--- src/rtl/core/trc_pkg.sv ---
// Shared types, constants and the microprogram of the timer reload calibrator.
// Depends on nothing; every other file of the block imports it.
`default_nettype none

package trc_pkg;

    // Field and register widths.
    localparam int MEAS_W    = 16;
    localparam int TARGET_W  = 10;
    localparam int STEP_W    = 20;
    localparam int RELOAD_W  = 31;
    localparam int CFG_IDX_W = 2;

    // Shared multiplier and divider.
    localparam int MUL_A_W  = 31;
    localparam int MUL_B_W  = 16;
    localparam int PROD_W   = MUL_A_W + MUL_B_W;
    localparam int DIV_W    = PROD_W;
    localparam int DIVR_W   = TARGET_W;
    localparam int DCNT_W   = $clog2(DIV_W + 1);
    localparam int STEPQ_W  = 18;   // step_size / 5 fits in 18 bits
    localparam int GROW_W   = STEP_W + MEAS_W;
    localparam int SHRINK_W = STEPQ_W + TARGET_W;

    // floor(step / 5) is taken as (step * ceil(2^22 / 5)) >> 22, which is exact
    // for every 20-bit step.
    localparam int                STEPQ_SH   = 22;
    localparam int                RECIP_W    = STEP_W + STEP_W;
    localparam logic [STEP_W-1:0] STEP_RECIP = 20'd838861;

    localparam logic [RELOAD_W-1:0] RELOAD_RESET = 31'd10000000;
    localparam logic [RELOAD_W-1:0] RELOAD_MAX   = 31'h7FFF_FFFF;
    localparam logic [DIVR_W-1:0]   STEP_DIVISOR = 10'd5;
    localparam logic [TARGET_W-1:0] TARGET_RESET = 10'd100;
    localparam logic [STEP_W-1:0]   STEP_RESET   = 20'd100000;

    // Configuration register indexes.
    localparam logic [CFG_IDX_W-1:0] REG_TARGET = 2'd0;
    localparam logic [CFG_IDX_W-1:0] REG_STEP   = 2'd1;

    // Program counter and step labels.
    localparam int PC_W = 5;
    localparam logic [PC_W-1:0] S_IDLE        = 5'd0;
    localparam logic [PC_W-1:0] S_TEST_WIN    = 5'd1;
    localparam logic [PC_W-1:0] S_TEST_FAST   = 5'd2;
    localparam logic [PC_W-1:0] S_TEST_SLOW   = 5'd3;
    localparam logic [PC_W-1:0] S_SETTLE      = 5'd4;
    localparam logic [PC_W-1:0] S_GROW_MUL    = 5'd5;
    localparam logic [PC_W-1:0] S_GROW_WB     = 5'd6;
    localparam logic [PC_W-1:0] S_SHRINK_LD   = 5'd7;
    localparam logic [PC_W-1:0] S_SHRINK_MUL  = 5'd8;
    localparam logic [PC_W-1:0] S_SHRINK_WB   = 5'd9;
    localparam logic [PC_W-1:0] S_SCALE_TEST  = 5'd10;
    localparam logic [PC_W-1:0] S_SCALE_MUL   = 5'd11;
    localparam logic [PC_W-1:0] S_SCALE_LD    = 5'd12;
    localparam logic [PC_W-1:0] S_SCALE_DIV   = 5'd13;
    localparam logic [PC_W-1:0] S_SCALE_WB    = 5'd14;
    localparam logic [PC_W-1:0] S_SAT_WB      = 5'd15;
    localparam logic [PC_W-1:0] S_EMIT        = 5'd16;
    localparam logic [PC_W-1:0] S_RETURN      = 5'd17;

    typedef enum logic [3:0] {
        OP_NOP,
        OP_LOAD,
        OP_SETTLE,
        OP_MUL_GROW,
        OP_GROW_WB,
        OP_STEP_QUOT,
        OP_DIV_RUN,
        OP_MUL_SHRINK,
        OP_SHRINK_WB,
        OP_MUL_SCALE,
        OP_DIV_SCALE_LD,
        OP_SCALE_WB,
        OP_SAT_WB,
        OP_EMIT
    } op_t;

    typedef enum logic [3:0] {
        C_NEVER,
        C_ALWAYS,
        C_NO_IN,
        C_OUTSIDE,
        C_FAST,
        C_SLOW,
        C_TZERO,
        C_DIV_BUSY,
        C_OUT_BUSY
    } cond_t;

    typedef struct packed {
        op_t             op;
        cond_t           cond;
        logic [PC_W-1:0] target;
    } uword_t;

    typedef struct packed {
        logic outside;
        logic fast;
        logic slow;
        logic t_zero;
        logic div_busy;
        logic out_busy;
    } status_t;

    // Microprogram: a taken condition jumps to target, otherwise the step after.
    function automatic uword_t ucode(input logic [PC_W-1:0] pc);
        uword_t w;
        w = '{op: OP_NOP, cond: C_ALWAYS, target: S_IDLE};
        unique case (pc)
            S_IDLE:       w = '{op: OP_LOAD,         cond: C_NO_IN,    target: S_IDLE};
            S_TEST_WIN:   w = '{op: OP_NOP,          cond: C_OUTSIDE,  target: S_SCALE_TEST};
            S_TEST_FAST:  w = '{op: OP_NOP,          cond: C_FAST,     target: S_GROW_MUL};
            S_TEST_SLOW:  w = '{op: OP_NOP,          cond: C_SLOW,     target: S_SHRINK_LD};
            S_SETTLE:     w = '{op: OP_SETTLE,       cond: C_ALWAYS,   target: S_EMIT};
            S_GROW_MUL:   w = '{op: OP_MUL_GROW,     cond: C_NEVER,    target: S_IDLE};
            S_GROW_WB:    w = '{op: OP_GROW_WB,      cond: C_ALWAYS,   target: S_EMIT};
            S_SHRINK_LD:  w = '{op: OP_STEP_QUOT,    cond: C_NEVER,    target: S_IDLE};
            S_SHRINK_MUL: w = '{op: OP_MUL_SHRINK,   cond: C_NEVER,    target: S_IDLE};
            S_SHRINK_WB:  w = '{op: OP_SHRINK_WB,    cond: C_ALWAYS,   target: S_EMIT};
            S_SCALE_TEST: w = '{op: OP_NOP,          cond: C_TZERO,    target: S_SAT_WB};
            S_SCALE_MUL:  w = '{op: OP_MUL_SCALE,    cond: C_NEVER,    target: S_IDLE};
            S_SCALE_LD:   w = '{op: OP_DIV_SCALE_LD, cond: C_NEVER,    target: S_IDLE};
            S_SCALE_DIV:  w = '{op: OP_DIV_RUN,      cond: C_DIV_BUSY, target: S_SCALE_DIV};
            S_SCALE_WB:   w = '{op: OP_SCALE_WB,     cond: C_ALWAYS,   target: S_EMIT};
            S_SAT_WB:     w = '{op: OP_SAT_WB,       cond: C_NEVER,    target: S_IDLE};
            S_EMIT:       w = '{op: OP_EMIT,         cond: C_OUT_BUSY, target: S_EMIT};
            S_RETURN:     w = '{op: OP_NOP,          cond: C_ALWAYS,   target: S_IDLE};
            default:      w = '{op: OP_NOP,          cond: C_ALWAYS,   target: S_IDLE};
        endcase
        return w;
    endfunction

endpackage

`default_nettype wire

--- src/rtl/core/timer_reload_calibrator.sv ---
// Timer reload calibrator: one result beat per measurement beat.
// An accepted measurement passes the window tests, then a settle, grow, shrink or scale
// step; a zero target saturates instead of scaling, and a scale runs the divider.
// After the result register is loaded, S_RETURN leads back to S_IDLE for the next input.
// Reset: asynchronous, active low; reload count 10000000, settle count 0, target 100,
// step size 100000, no result pending.
// Depends on trc_pkg, trc_seq and trc_dp.
`default_nettype none

module timer_reload_calibrator #(
    parameter int SETTLE_COUNT = 5
) (
    input  wire logic                           clk,
    input  wire logic                           rst_n,
    input  wire logic                           cfg_valid,
    output logic                                cfg_ready,
    input  wire logic [trc_pkg::CFG_IDX_W-1:0]  cfg_index,
    input  wire logic [trc_pkg::STEP_W-1:0]     cfg_data,
    input  wire logic                           in_valid,
    output logic                                in_ready,
    input  wire logic [trc_pkg::MEAS_W-1:0]     measured_rate,
    output logic                                out_valid,
    input  wire logic                           out_ready,
    output logic      [trc_pkg::RELOAD_W-1:0]   reload_count,
    output logic                                reload_changed,
    output logic                                settled,
    output logic                                saturated
);
    import trc_pkg::*;

    logic [TARGET_W-1:0] target_reg;
    logic [STEP_W-1:0]   step_reg;
    op_t                 op;
    status_t             status;
    logic                in_fire;

    assign cfg_ready = 1'b1;
    assign in_fire   = in_valid && in_ready;

    always_ff @(posedge clk or negedge rst_n)
    begin
        if (!rst_n)
        begin
            target_reg <= TARGET_RESET;
            step_reg   <= STEP_RESET;
        end
        else if (cfg_valid && cfg_ready)
        begin
            if (cfg_index == REG_TARGET)
            begin
                target_reg <= cfg_data[TARGET_W-1:0];
            end
            else if (cfg_index == REG_STEP)
            begin
                step_reg <= cfg_data;
            end
        end
    end

    trc_seq u_seq (
        .clk      (clk),
        .rst_n    (rst_n),
        .in_valid (in_valid),
        .status   (status),
        .op       (op),
        .in_ready (in_ready)
    );

    trc_dp #(
        .SETTLE_COUNT (SETTLE_COUNT)
    ) u_dp (
        .clk            (clk),
        .rst_n          (rst_n),
        .op             (op),
        .in_fire        (in_fire),
        .measured_rate  (measured_rate),
        .target         (target_reg),
        .step           (step_reg),
        .out_ready      (out_ready),
        .status         (status),
        .out_valid      (out_valid),
        .reload_count   (reload_count),
        .reload_changed (reload_changed),
        .settled        (settled),
        .saturated      (saturated)
    );

endmodule

`default_nettype wire

--- src/rtl/core/trc_div.sv ---
// Restoring divider that produces one quotient bit per cycle while run is high.
// Depends on trc_pkg for its widths.
`default_nettype none

module trc_div (
    input  wire logic                        clk,
    input  wire logic                        rst_n,
    input  wire logic                        load,
    input  wire logic                        run,
    input  wire logic [trc_pkg::DIV_W-1:0]   dividend,
    input  wire logic [trc_pkg::DIVR_W-1:0]  divisor,
    input  wire logic [trc_pkg::DCNT_W-1:0]  iters,
    output logic      [trc_pkg::DIV_W-1:0]   quotient,
    output logic                             busy
);
    import trc_pkg::*;

    logic [DIV_W-1:0]  quo_reg;
    logic [DIVR_W-1:0] rem_reg;
    logic [DIVR_W-1:0] dsr_reg;
    logic [DCNT_W-1:0] cnt_reg;
    logic [DIVR_W:0]   trial;
    logic              fits;

    // The dividend shifts out at the top as quotient bits enter at the bottom, so once
    // iters equals DIV_W the whole register holds the quotient.
    assign trial = {rem_reg, quo_reg[DIV_W-1]};
    assign fits  = trial >= {1'b0, dsr_reg};
    assign busy  = cnt_reg != '0;
    assign quotient = quo_reg;

    always_ff @(posedge clk or negedge rst_n)
    begin
        if (!rst_n)
        begin
            cnt_reg <= '0;
        end
        else if (load)
        begin
            cnt_reg <= iters;
        end
        else if (run && busy)
        begin
            cnt_reg <= cnt_reg - 1'b1;
        end
    end

    always_ff @(posedge clk)
    begin
        if (load)
        begin
            quo_reg <= dividend;
            rem_reg <= '0;
            dsr_reg <= divisor;
        end
        else if (run && busy)
        begin
            quo_reg <= {quo_reg[DIV_W-2:0], fits};
            rem_reg <= fits ? DIVR_W'(trial - {1'b0, dsr_reg}) : trial[DIVR_W-1:0];
        end
    end

endmodule

`default_nettype wire

--- src/rtl/core/trc_seq.sv ---
// Microprogram sequencer: step counter, control store and jump logic.
// Depends on trc_pkg for the control word, status struct and program.
`default_nettype none

module trc_seq (
    input  wire logic             clk,
    input  wire logic             rst_n,
    input  wire logic             in_valid,
    input  wire trc_pkg::status_t status,
    output trc_pkg::op_t          op,
    output logic                  in_ready
);
    import trc_pkg::*;

    logic [PC_W-1:0] pc_reg;
    logic [PC_W-1:0] pc_next;
    uword_t          uw;
    logic            take;

    assign uw       = ucode(pc_reg);
    assign op       = uw.op;
    assign in_ready = pc_reg == S_IDLE;

    always_comb
    begin
        unique case (uw.cond)
            C_NEVER:    take = 1'b0;
            C_ALWAYS:   take = 1'b1;
            C_NO_IN:    take = !in_valid;
            C_OUTSIDE:  take = status.outside;
            C_FAST:     take = status.fast;
            C_SLOW:     take = status.slow;
            C_TZERO:    take = status.t_zero;
            C_DIV_BUSY: take = status.div_busy;
            C_OUT_BUSY: take = status.out_busy;
            default:    take = 1'b1;
        endcase
        pc_next = take ? uw.target : PC_W'(pc_reg + 1'b1);
    end

    always_ff @(posedge clk or negedge rst_n)
    begin
        if (!rst_n)
        begin
            pc_reg <= S_IDLE;
        end
        else
        begin
            pc_reg <= pc_next;
        end
    end

endmodule

`default_nettype wire

--- src/rtl/core/trc_dp.sv ---
// Datapath: window compares, shared multiplier, divider, reload state and output register.
// Depends on trc_pkg and instantiates trc_div.
`default_nettype none

module trc_dp #(
    parameter int SETTLE_COUNT = 5
) (
    input  wire logic                          clk,
    input  wire logic                          rst_n,
    input  wire trc_pkg::op_t                  op,
    input  wire logic                          in_fire,
    input  wire logic [trc_pkg::MEAS_W-1:0]    measured_rate,
    input  wire logic [trc_pkg::TARGET_W-1:0]  target,
    input  wire logic [trc_pkg::STEP_W-1:0]    step,
    input  wire logic                          out_ready,
    output trc_pkg::status_t                   status,
    output logic                               out_valid,
    output logic      [trc_pkg::RELOAD_W-1:0]  reload_count,
    output logic                               reload_changed,
    output logic                               settled,
    output logic                               saturated
);
    import trc_pkg::*;

    localparam int SC_W = $clog2(SETTLE_COUNT + 1);

    logic [MEAS_W-1:0]   meas_reg;
    logic [RELOAD_W-1:0] reload_reg, reload_next;
    logic [SC_W-1:0]     settle_reg, settle_next;
    logic                changed_reg, changed_next;
    logic                done_reg, done_next;
    logic                sat_reg, sat_next;
    logic [PROD_W-1:0]   prod_reg;
    logic [STEPQ_W-1:0]  stepq_reg;
    logic [RECIP_W-1:0]  stepq_prod;
    logic                out_valid_reg;
    logic [RELOAD_W-1:0] out_count_reg;
    logic                out_changed_reg, out_done_reg, out_sat_reg;

    logic [19:0] m10;
    logic [20:0] m20;
    logic [13:0] t9, t11;
    logic [14:0] t19, t21;
    logic        in_win;
    logic        out_busy;

    logic [MUL_A_W-1:0] mul_a;
    logic [MUL_B_W-1:0] mul_b;

    logic               div_load, div_run, div_busy;
    logic [DIV_W-1:0]   div_dividend, div_quo;
    logic [DIVR_W-1:0]  div_divisor;
    logic [DCNT_W-1:0]  div_iters;

    logic [RELOAD_W+6:0]  grow_sum;
    logic [SHRINK_W-1:0]  dec;
    logic [SC_W:0]        settle_inc;

    // Window tests as exact cross-multiplied compares built from shifts.
    assign m10 = ({4'b0, meas_reg} << 3) + ({4'b0, meas_reg} << 1);
    assign m20 = {m10, 1'b0};
    assign t9  = ({4'b0, target} << 3) + {4'b0, target};
    assign t11 = ({4'b0, target} << 3) + ({4'b0, target} << 1) + {4'b0, target};
    assign t21 = ({5'b0, target} << 4) + ({5'b0, target} << 2) + {5'b0, target};
    assign t19 = ({5'b0, target} << 4) + ({5'b0, target} << 1) + {5'b0, target};

    assign in_win   = (m10 >= {6'b0, t9}) && (m10 <= {6'b0, t11});
    assign out_busy = out_valid_reg && !out_ready;

    assign status.outside  = !in_win;
    assign status.fast     = m20 > {6'b0, t21};
    assign status.slow     = m20 < {6'b0, t19};
    assign status.t_zero   = target == '0;
    assign status.div_busy = div_busy;
    assign status.out_busy = out_busy;

    // The step size is divided by five through a multiply by its reciprocal.
    assign stepq_prod = {{STEP_W{1'b0}}, step} * {{STEP_W{1'b0}}, STEP_RECIP};

    // Operand selection for the one shared multiplier.
    always_comb
    begin
        case (op)
            OP_MUL_GROW:
            begin
                mul_a = {{(MUL_A_W-STEP_W){1'b0}}, step};
                mul_b = meas_reg - {{(MEAS_W-TARGET_W){1'b0}}, target};
            end
            OP_MUL_SHRINK:
            begin
                mul_a = {{(MUL_A_W-STEPQ_W){1'b0}}, stepq_reg};
                mul_b = {{(MUL_B_W-TARGET_W){1'b0}}, target - meas_reg[TARGET_W-1:0]};
            end
            default:
            begin
                mul_a = reload_reg;
                mul_b = meas_reg;
            end
        endcase
    end

    always_ff @(posedge clk)
    begin
        if (op == OP_MUL_GROW || op == OP_MUL_SHRINK || op == OP_MUL_SCALE)
        begin
            prod_reg <= {{MUL_B_W{1'b0}}, mul_a} * {{MUL_A_W{1'b0}}, mul_b};
        end
        if (op == OP_STEP_QUOT)
        begin
            stepq_reg <= stepq_prod[STEPQ_SH +: STEPQ_W];
        end
        if (in_fire)
        begin
            meas_reg <= measured_rate;
        end
    end

    // Only the scale path divides; the divisor is the target rate.
    assign div_load     = op == OP_DIV_SCALE_LD;
    assign div_run      = op == OP_DIV_RUN;
    assign div_dividend = prod_reg;
    assign div_divisor  = target;
    assign div_iters    = DCNT_W'(DIV_W);

    trc_div u_div (
        .clk      (clk),
        .rst_n    (rst_n),
        .load     (div_load),
        .run      (div_run),
        .dividend (div_dividend),
        .divisor  (div_divisor),
        .iters    (div_iters),
        .quotient (div_quo),
        .busy     (div_busy)
    );

    assign grow_sum   = {7'b0, reload_reg} + {{(RELOAD_W+7-GROW_W){1'b0}}, prod_reg[GROW_W-1:0]};
    assign dec        = prod_reg[SHRINK_W-1:0];
    assign settle_inc = {1'b0, settle_reg} + 1'b1;

    always_comb
    begin
        reload_next  = reload_reg;
        settle_next  = settle_reg;
        changed_next = changed_reg;
        done_next    = done_reg;
        sat_next     = sat_reg;
        case (op)
            OP_LOAD:
            begin
                if (in_fire)
                begin
                    changed_next = 1'b0;
                    done_next    = 1'b0;
                    sat_next     = 1'b0;
                end
            end
            OP_SETTLE:
            begin
                if (settle_inc >= (SC_W+1)'(SETTLE_COUNT))
                begin
                    settle_next = '0;
                    done_next   = 1'b1;
                end
                else
                begin
                    settle_next = settle_inc[SC_W-1:0];
                end
            end
            OP_GROW_WB:
            begin
                changed_next = 1'b1;
                if (grow_sum[RELOAD_W+6:RELOAD_W] != '0)
                begin
                    reload_next = RELOAD_MAX;
                    sat_next    = 1'b1;
                end
                else
                begin
                    reload_next = grow_sum[RELOAD_W-1:0];
                end
            end
            OP_SHRINK_WB:
            begin
                changed_next = 1'b1;
                // An overshoot below zero restarts from the reset count.
                if ({{(RELOAD_W-SHRINK_W){1'b0}}, dec} > reload_reg)
                begin
                    reload_next = RELOAD_RESET;
                end
                else
                begin
                    reload_next = reload_reg - {{(RELOAD_W-SHRINK_W){1'b0}}, dec};
                end
            end
            OP_SCALE_WB:
            begin
                changed_next = 1'b1;
                if (div_quo[DIV_W-1:RELOAD_W] != '0)
                begin
                    reload_next = RELOAD_MAX;
                    sat_next    = 1'b1;
                end
                else
                begin
                    reload_next = div_quo[RELOAD_W-1:0];
                end
            end
            OP_SAT_WB:
            begin
                changed_next = 1'b1;
                reload_next  = RELOAD_MAX;
                sat_next     = 1'b1;
            end
            default:
            begin
            end
        endcase
    end

    always_ff @(posedge clk or negedge rst_n)
    begin
        if (!rst_n)
        begin
            reload_reg    <= RELOAD_RESET;
            settle_reg    <= '0;
            changed_reg   <= 1'b0;
            done_reg      <= 1'b0;
            sat_reg       <= 1'b0;
            out_valid_reg <= 1'b0;
        end
        else
        begin
            reload_reg  <= reload_next;
            settle_reg  <= settle_next;
            changed_reg <= changed_next;
            done_reg    <= done_next;
            sat_reg     <= sat_next;
            if (op == OP_EMIT && !out_busy)
            begin
                out_valid_reg <= 1'b1;
            end
            else if (out_ready)
            begin
                out_valid_reg <= 1'b0;
            end
        end
    end

    // The result beat waits here while the next measurement is worked on.
    always_ff @(posedge clk)
    begin
        if (op == OP_EMIT && !out_busy)
        begin
            out_count_reg   <= reload_reg;
            out_changed_reg <= changed_reg;
            out_done_reg    <= done_reg;
            out_sat_reg     <= sat_reg;
        end
    end

    assign out_valid      = out_valid_reg;
    assign reload_count   = out_count_reg;
    assign reload_changed = out_changed_reg;
    assign settled        = out_done_reg;
    assign saturated      = out_sat_reg;

    a_wb_after_div: assert property (@(posedge clk) disable iff (!rst_n)
        (op == OP_SCALE_WB || op == OP_MUL_SHRINK) |-> !div_busy)
        else $error("writeback used the divider before it finished");

    a_done_excl: assert property (@(posedge clk) disable iff (!rst_n)
        (op == OP_EMIT) |-> !(done_reg && changed_reg))
        else $error("one beat both settled and rewrote the reload count");

    a_sat_changed: assert property (@(posedge clk) disable iff (!rst_n)
        (op == OP_EMIT) |-> (!sat_reg || changed_reg))
        else $error("saturation flagged without a rewrite");

    a_settle_wrap: assert property (@(posedge clk) disable iff (!rst_n)
        (op == OP_SETTLE && settle_reg == SC_W'(SETTLE_COUNT - 1)) |=>
        (settle_reg == '0 && done_reg))
        else $error("settle counter did not wrap on completion");

endmodule

`default_nettype wire
--- config.mk ---
export PLATFORM = sky130hd
export DESIGN_NAME = timer_reload_calibrator
export DESIGN_NICKNAME = d
export VERILOG_FILES = /design/src/rtl/core/trc_pkg.sv /design/src/rtl/core/timer_reload_calibrator.sv /design/src/rtl/core/trc_div.sv /design/src/rtl/core/trc_seq.sv /design/src/rtl/core/trc_dp.sv
export SDC_FILE = /design/constraint.sdc
export NUM_CORES = 2
export LEC_CHECK = 0
export BUFFER_PORTS_ARGS = -buffer_cell sky130_fd_sc_hd__buf_2
export CORE_MARGIN = 3
export CORE_UTILIZATION = 34
export CTS_BUF_LIST = sky130_fd_sc_hd__clkbuf_8
export CTS_CLUSTER_DIAMETER = 40
export DETAILED_ROUTE_END_ITERATION = 16
export PLACE_DENSITY = 0.49
export SYNTH_ARGS = -nofsm -noshare
export SYNTH_HDL_FRONTEND = slang
export SYNTH_SLANG_ARGS = --single-unit
--- constraint.sdc ---
create_clock -name clk -period 9.17 [get_ports clk]
set_input_delay 0.917 -clock clk [delete_from_list [all_inputs] [get_ports clk]]
set_output_delay 0.917 -clock clk [all_outputs]
set_load 0.03 [all_outputs]
## Word-level counts from Yosys, hierarchy flattened

Memory sizes are Yosys's and may differ from the RTL's.
Index checks and enable logic that the tools add are counted.
Widths: inputs -> output; s select.

- Add/subtract/negate cells: 16
- $mul: 2
- Magnitude comparators: 7
- Eq/ne operators: 25
- Muxes and demuxes: 23
- Bitwise logic cells: 1
- Reductions and logical operators: 30

Operators with widths:

| cell | count |
|---|---|
| $pmux 31 s4 | 1 |
| $mux 47 | 2 |
| $mux 31 | 3 |
| $pmux 31 s2 | 1 |
| $mul 31x16->47 | 1 |
| $mul 20x20->40 const B | 1 |
| $add 31x36->37 | 1 |
| $eq 4x3->1 const B | 8 |
| $pmux 16 s2 | 1 |
| $gt 28x31->1 | 1 |
| $sub 31x28->31 | 1 |
| $add 15x10->15 | 2 |
| $eq 4x4->1 const B | 7 |
| $gt 21x15->1 | 1 |
| $lt 21x15->1 | 1 |
| $add 19x17->20 | 1 |
| $ge 20x14->1 | 1 |
| $le 20x14->1 | 1 |
| $sub 10x10->10 | 2 |
| $eq 4x2->1 const B | 4 |
| $reduce_bool 16->1 | 1 |
| $sub 16x10->16 | 1 |
| $add 14x11->15 | 1 |
| $add 14x12->15 | 1 |
| other kinds (36) | 59 |

- Bits in registers: 261
- Memory bits (read-only): 416
- Bits of input ports: 43
- Output and inout port bits: 37
- Memories kept: 1

Memory list:

| name | words | width | rd ports | clocked after Yosys merged registers in | write ports | line | RTL |
|---|---|---|---|---|---|---|---|
| (name not given) | 32 | 13 | 1 | 0 | 0 | trc_pkg.sv:110 | `unique case (pc)` |

## Longest topological paths before layout

- Word-level depth: 7
- Depth in mapped cells: 41
- Mapped depth without buffers: 38

## By module

A second synthesis with hierarchy kept.

- Cell total of the unflattened synthesis: 4551
- Area total of the unflattened synthesis: 42206.7 um^2

By module, submodules not included:

| module | instances | cells each | area each (um^2) | sequential area each (um^2) |
|---|---|---|---|---|
| trc_dp | 1 | 4125 | 36638.9 | 4414.2 |
| trc_div | 1 | 265 | 3550.9 | 2062.0 |
| timer_reload_calibrator | 1 | 68 | 1258.7 | 762.0 |
| trc_seq | 1 | 93 | 758.2 | 125.1 |

## Least setup slack after synthesis

No wires, ideal clock.

- Path kind: register to register
- Start: register u_dp.meas_reg[0]
- End: register u_dp.prod_reg[44] (netlist: u_dp.div_dividend[44]), data pin
- Arrival time: 9.170 ns
- Data required time: 8.910 ns
- Path slack: -0.259 ns
- Cell stages (with the launch flop): 38
- Buffers on the path: 2
- Clock period less this slack: 9.429 ns
- Cells stage by stage: edfxtp_1 > clkbuf_1 > inv_1 > ha_1 > inv_1 > fa_1 > a21o_1 > a21oi_1 > o21bai_1 > a21o_1 > a21o_1 > nand2_1 > a21oi_1 > nor3_1 > mux2i_1 > clkbuf_1 > nand2_1 > fa_1 > [2 not listed] > fa_1 > fa_1 > fa_1 > inv_1 > fa_1 > inv_1 > ha_1 > and3_1 > and4_1 > nand3_1 > a21o_1 > a31oi_1 > a41oi_1 > a311o_1 > o21ai_0 > and2_1 > o221ai_1 > xnor2_1

- Word-level cells in the longest chain between the ends: 3
- Elaborated cells on any way between the ends: 4
- Those cells by class: 2 x add/sub; 1 x mul; 1 x mux

Ends and longest elaborated chain:

| element | line | RTL |
|---|---|---|
| start: declaration | trc_dp.sv:27 | `logic [MEAS_W-1:0] meas_reg;` |
| start signal: assignment | trc_dp.sv:114 | `meas_reg <= measured_rate;` |
| $sub 16x10->16 or $sub 10x10->10 (tied branches) | trc_dp.sv:87, trc_dp.sv:92 |  |
| $pmux 16 s2 (*) | trc_dp.sv:83 | `case (op)` |
| $mul 31x16->47 (*) | trc_dp.sv:106 | `prod_reg <= {{MUL_B_W{1'b0}}, mul_a} * {{MUL_A_W{1'b0}}, mul_b};` |
| end signal: assignment | trc_dp.sv:106 |  |
| end: declaration | trc_dp.sv:33 | `logic [PROD_W-1:0] prod_reg;` |

Every way passes the cells marked *; elsewhere a longest branch is shown, timed or not.
A chain may end at the register's enable or synchronous reset.

## Final worst setup path

- Start: register target_reg[0]
- End: register u_dp.prod_reg[44] (netlist: u_dp.div_dividend[44]), data pin

- Word-level cells in the longest chain between the ends: 3
- Elaborated cells on any way between the ends: 4
- Those cells by class: 2 x add/sub; 1 x mul; 1 x mux

Ends and longest elaborated chain:

| element | line | RTL |
|---|---|---|
| start: declaration | timer_reload_calibrator.sv:31 | `logic [TARGET_W-1:0] target_reg;` |
| start signal: assignment | timer_reload_calibrator.sv:51 | `target_reg <= cfg_data[TARGET_W-1:0];` |
| $sub 16x10->16 or $sub 10x10->10 (tied branches) | trc_dp.sv:87, trc_dp.sv:92 |  |
| $pmux 16 s2 (*) | trc_dp.sv:83 |  |
| $mul 31x16->47 (*) | trc_dp.sv:106 |  |

Marked as above.

==> run_results.csv <==
group,metric,value,unit
yosys,ys_types,86,
sta,period_minus_slack,8.91,ns
flow_run,maxCapViolCount,0,
placed_design,pre_cts_ws,-0.297,ns
final_layout,fin_nets,6017,
sta,finalSetupViolCount,0,
clocking,root_buffer,"clkbuf_8",
final_layout,n_fill_cell,12200,
yosys,synth_area_leader_cell,"fa_1",
floorplanning,die_y,355,um
critical_path,reg2reg_slack,0.26,ns
grt,grt_pass1_vias,34300,
grt,overflow,0,
sta,min_period_over_period,97.1,%
sta,finClkSkew,0.0776,ns
yosys,synth_top_area_share,27.7,%
detailed_routing,vias,32800,
critical_path,critPathKind,"register to register",
detailed_routing,first_pass_iters,7,
sta,worst_pin_slew,1.05,ns
detailed_routing,antenna_left,0,
final_layout,final_cell_mix,"868 x inv_1, 558 x fa_1, 534 x nand2_1",
placed_design,io_buffers,78,
yosys,yosys-top-cells-area,"fa_1 28%, ha_1 16%, edfxtp_1 12%",
critical_path,r2r-start,"target_reg[0]",
detailed_routing,vias_per_cell,5.00,
critical_path,critPathArrivalTime,9.31,ns
final_layout,final_common_cell,"inv_1",
grt,grt_usage,21.3,%
critical_path,cp-startpoint,"target_reg[0]",
clocking,clock_latency,0.72,ns
yosys,avgSynthCellArea,9.17,um2
sta,slew_headroom,29.4,%
sta,hold_viol_final,0,
clocking,cts_buffer_depth,3,
detailed_routing,drt_iter0_markers,2138,
critical_path,startpoint_type,"register",
sta,worst_slack,0.265,ns
critical_path,r2r-end,"u_dp.div_dividend[44]",
clocking,numCtsBuffers,59,
yosys,syn_inst,4523,
clocking,cts.sinks,261,
critical_path,crit_end,"u_dp.div_dividend[44]",
critical_path,critPathRequiredTime,9.58,ns
placed_design,place_hpwl,111000,um
floorplanning,initial_core_util,34.4,%
clocking,h-tree-depth,2,
yosys,synthArstFlopShare,30.3,%
clocking,clk_pin_slew,0.06,ns
floorplanning,die_w,355,um
yosys,synthFlopType,"edfxtp_1",
floorplanning,row_count,127,
sta,drv_slew,0,
clocking,cts_tree,"done",
final_layout,synthToLayoutAreaGrowth,16.3,%
yosys,syn_nets,5666,
critical_path,crit_slowest_cell,"fa_1",
yosys,ys_seq_area_share,17.8,%
placed_design,placed_area,0.0462,mm2
final_layout,drive_above_1_share,14.6,%
critical_path,crit_fanout,6,
grt,grt_max_degree,78,
hold_path,hp-class,"input pin to async pin",
critical_path,rr_worst_depth,39,
critical_path,end_kind,"register",
sta,fin_hold_ws,0.244,ns
yosys,syn_area,0.0415,mm2
clocking,hold_buffers,0,
detailed_routing,drt-wirelength-per-cell,20.5,um
grt,grt_pass1_wl,206000,um
yosys,synth_enable_flop_cells,172,
floorplanning,num_io_pins,80,
critical_path,cpMostUsedCell,"fa_1",
yosys,ys_warn_count,0,
run_status,status,"complete, no violations",
yosys,ys_seq_elements,261,
final_layout,design_area,0.0482,mm2
detailed_routing,drc,0,
floorplanning,dieArea,0.126,mm2
floorplanning,coreArea,0.120,mm2
critical_path,crit_path_max_incr_delay,0.56,ns
grt,antenna_found_initial,11,
detailed_routing,drt-total-wl,134000,um
placed_design,gp_congestion,0.905,
sta,clock.fmax,112,MHz
[layer usage]
metal / track usage [%] / routed length, um / up-vias
met1: 28.2 / 59100 / 16200
li1: - / - / 15500
met5: 0 / 40 / -
met3: 3.79 / 7640 / 197
met4: 6.66 / 4390 / 6
met2: 35.4 / 63200 / 838
[through the flow]
step | TNS (ns) | util, % | instances
finish | 0 | 40.0 | 6547
global placement | -0.465 | 38.3 | 6404
floorplan | 0 | - | 4523
detailed placement | -0.902 | 38.3 | 6404
global route | -0.0877 | 40.0 | 6542
CTS | 0 | 39.5 | 6516
[logic make-up (layout without fill, tap and decap cells)]
kind of cell	Yosys count	count (layout)	synth area share, %
and+or+nand+nor	1187	1187	12.8
adders and majority gates	1100	1100	43.6
other	1	11	0.00904
xor gates and xnor gates	165	165	3.48
muxes	28	28	0.745
DFF	261	261	17.8
buffers and inverters	1015	1417	9.33
AOI/OAI and AO/OA	766	766	12.3
[critical path: cells and delay by family, from the launching register on]
| kind | cells | cell delay [ns] |
|---|---|---|
| buffers and inverters | 9 | 0.95 |
| adder cells (fa/ha/maj) | 9 | 3.62 |
| AND/OR/NAND/NOR | 5 | 0.61 |
| XOR/XNOR | 1 | 0.15 |
| flip-flops | 1 | 0.38 |
| AO/OA/AOI/OAI | 15 | 2.90 |
[area by class of cell]
type / count / area [um2] / share of cell area (%)
Antenna cell: 10 / 25.0 / 0.0519
Clock buffer: 66 / 908 / 1.88
Clock inverter: 46 / 425 / 0.882
Inverter: 862 / 3240 / 6.71
Multi-Input combinational cell: 3247 / 30700 / 63.7
Sequential cell: 261 / 7360 / 15.3
Tap cell: 1612 / 2020 / 4.18
Timing Repair Buffer: 443 / 3530 / 7.31
[Yosys cell counts, drive strengths merged (23+ instances only)]
cell type  count
buf           35
a22o          25
xnor2        122
o21ai        170
mux2          23
nand2        542
nor3          65
nor2         255
o31ai         26
ha           527
and2          56
dfrtp         62
a211oi        26
fa           573
nand2b        39
a21oi        191
a21o         109
inv          860
a31oi         25
edfxtp       172
xor2          43
nand3         66
nor2b         42
o21a          27
o21bai        24
and3          39
clkbuf       118
[worst min-delay path by stage]
stage | to | slack, ns
final | u_dp.u_div.cnt_reg[0] | 0.24
after global routing | u_dp.u_div.cnt_reg[0] | 0.25
after CTS | u_dp.u_div.cnt_reg[0] | 0.21
after detailed placement | u_dp.reload_changed | 0.45
after global placement | u_dp.reload_changed | 0.45
after floorplan | u_dp.saturated | 0.42
[what timing repair did]
action	4_1_cts	5_1_grt
hold endpoints to repair	0	0
setup buffers	0	17
resized for setup	4	121
cloned	0	5
pin swaps	0	76
endpoints found under the setup margin	5	10
Power is not shown: default switching activity piles up to over one toggle a cycle in this logic, so the estimate is an artifact.
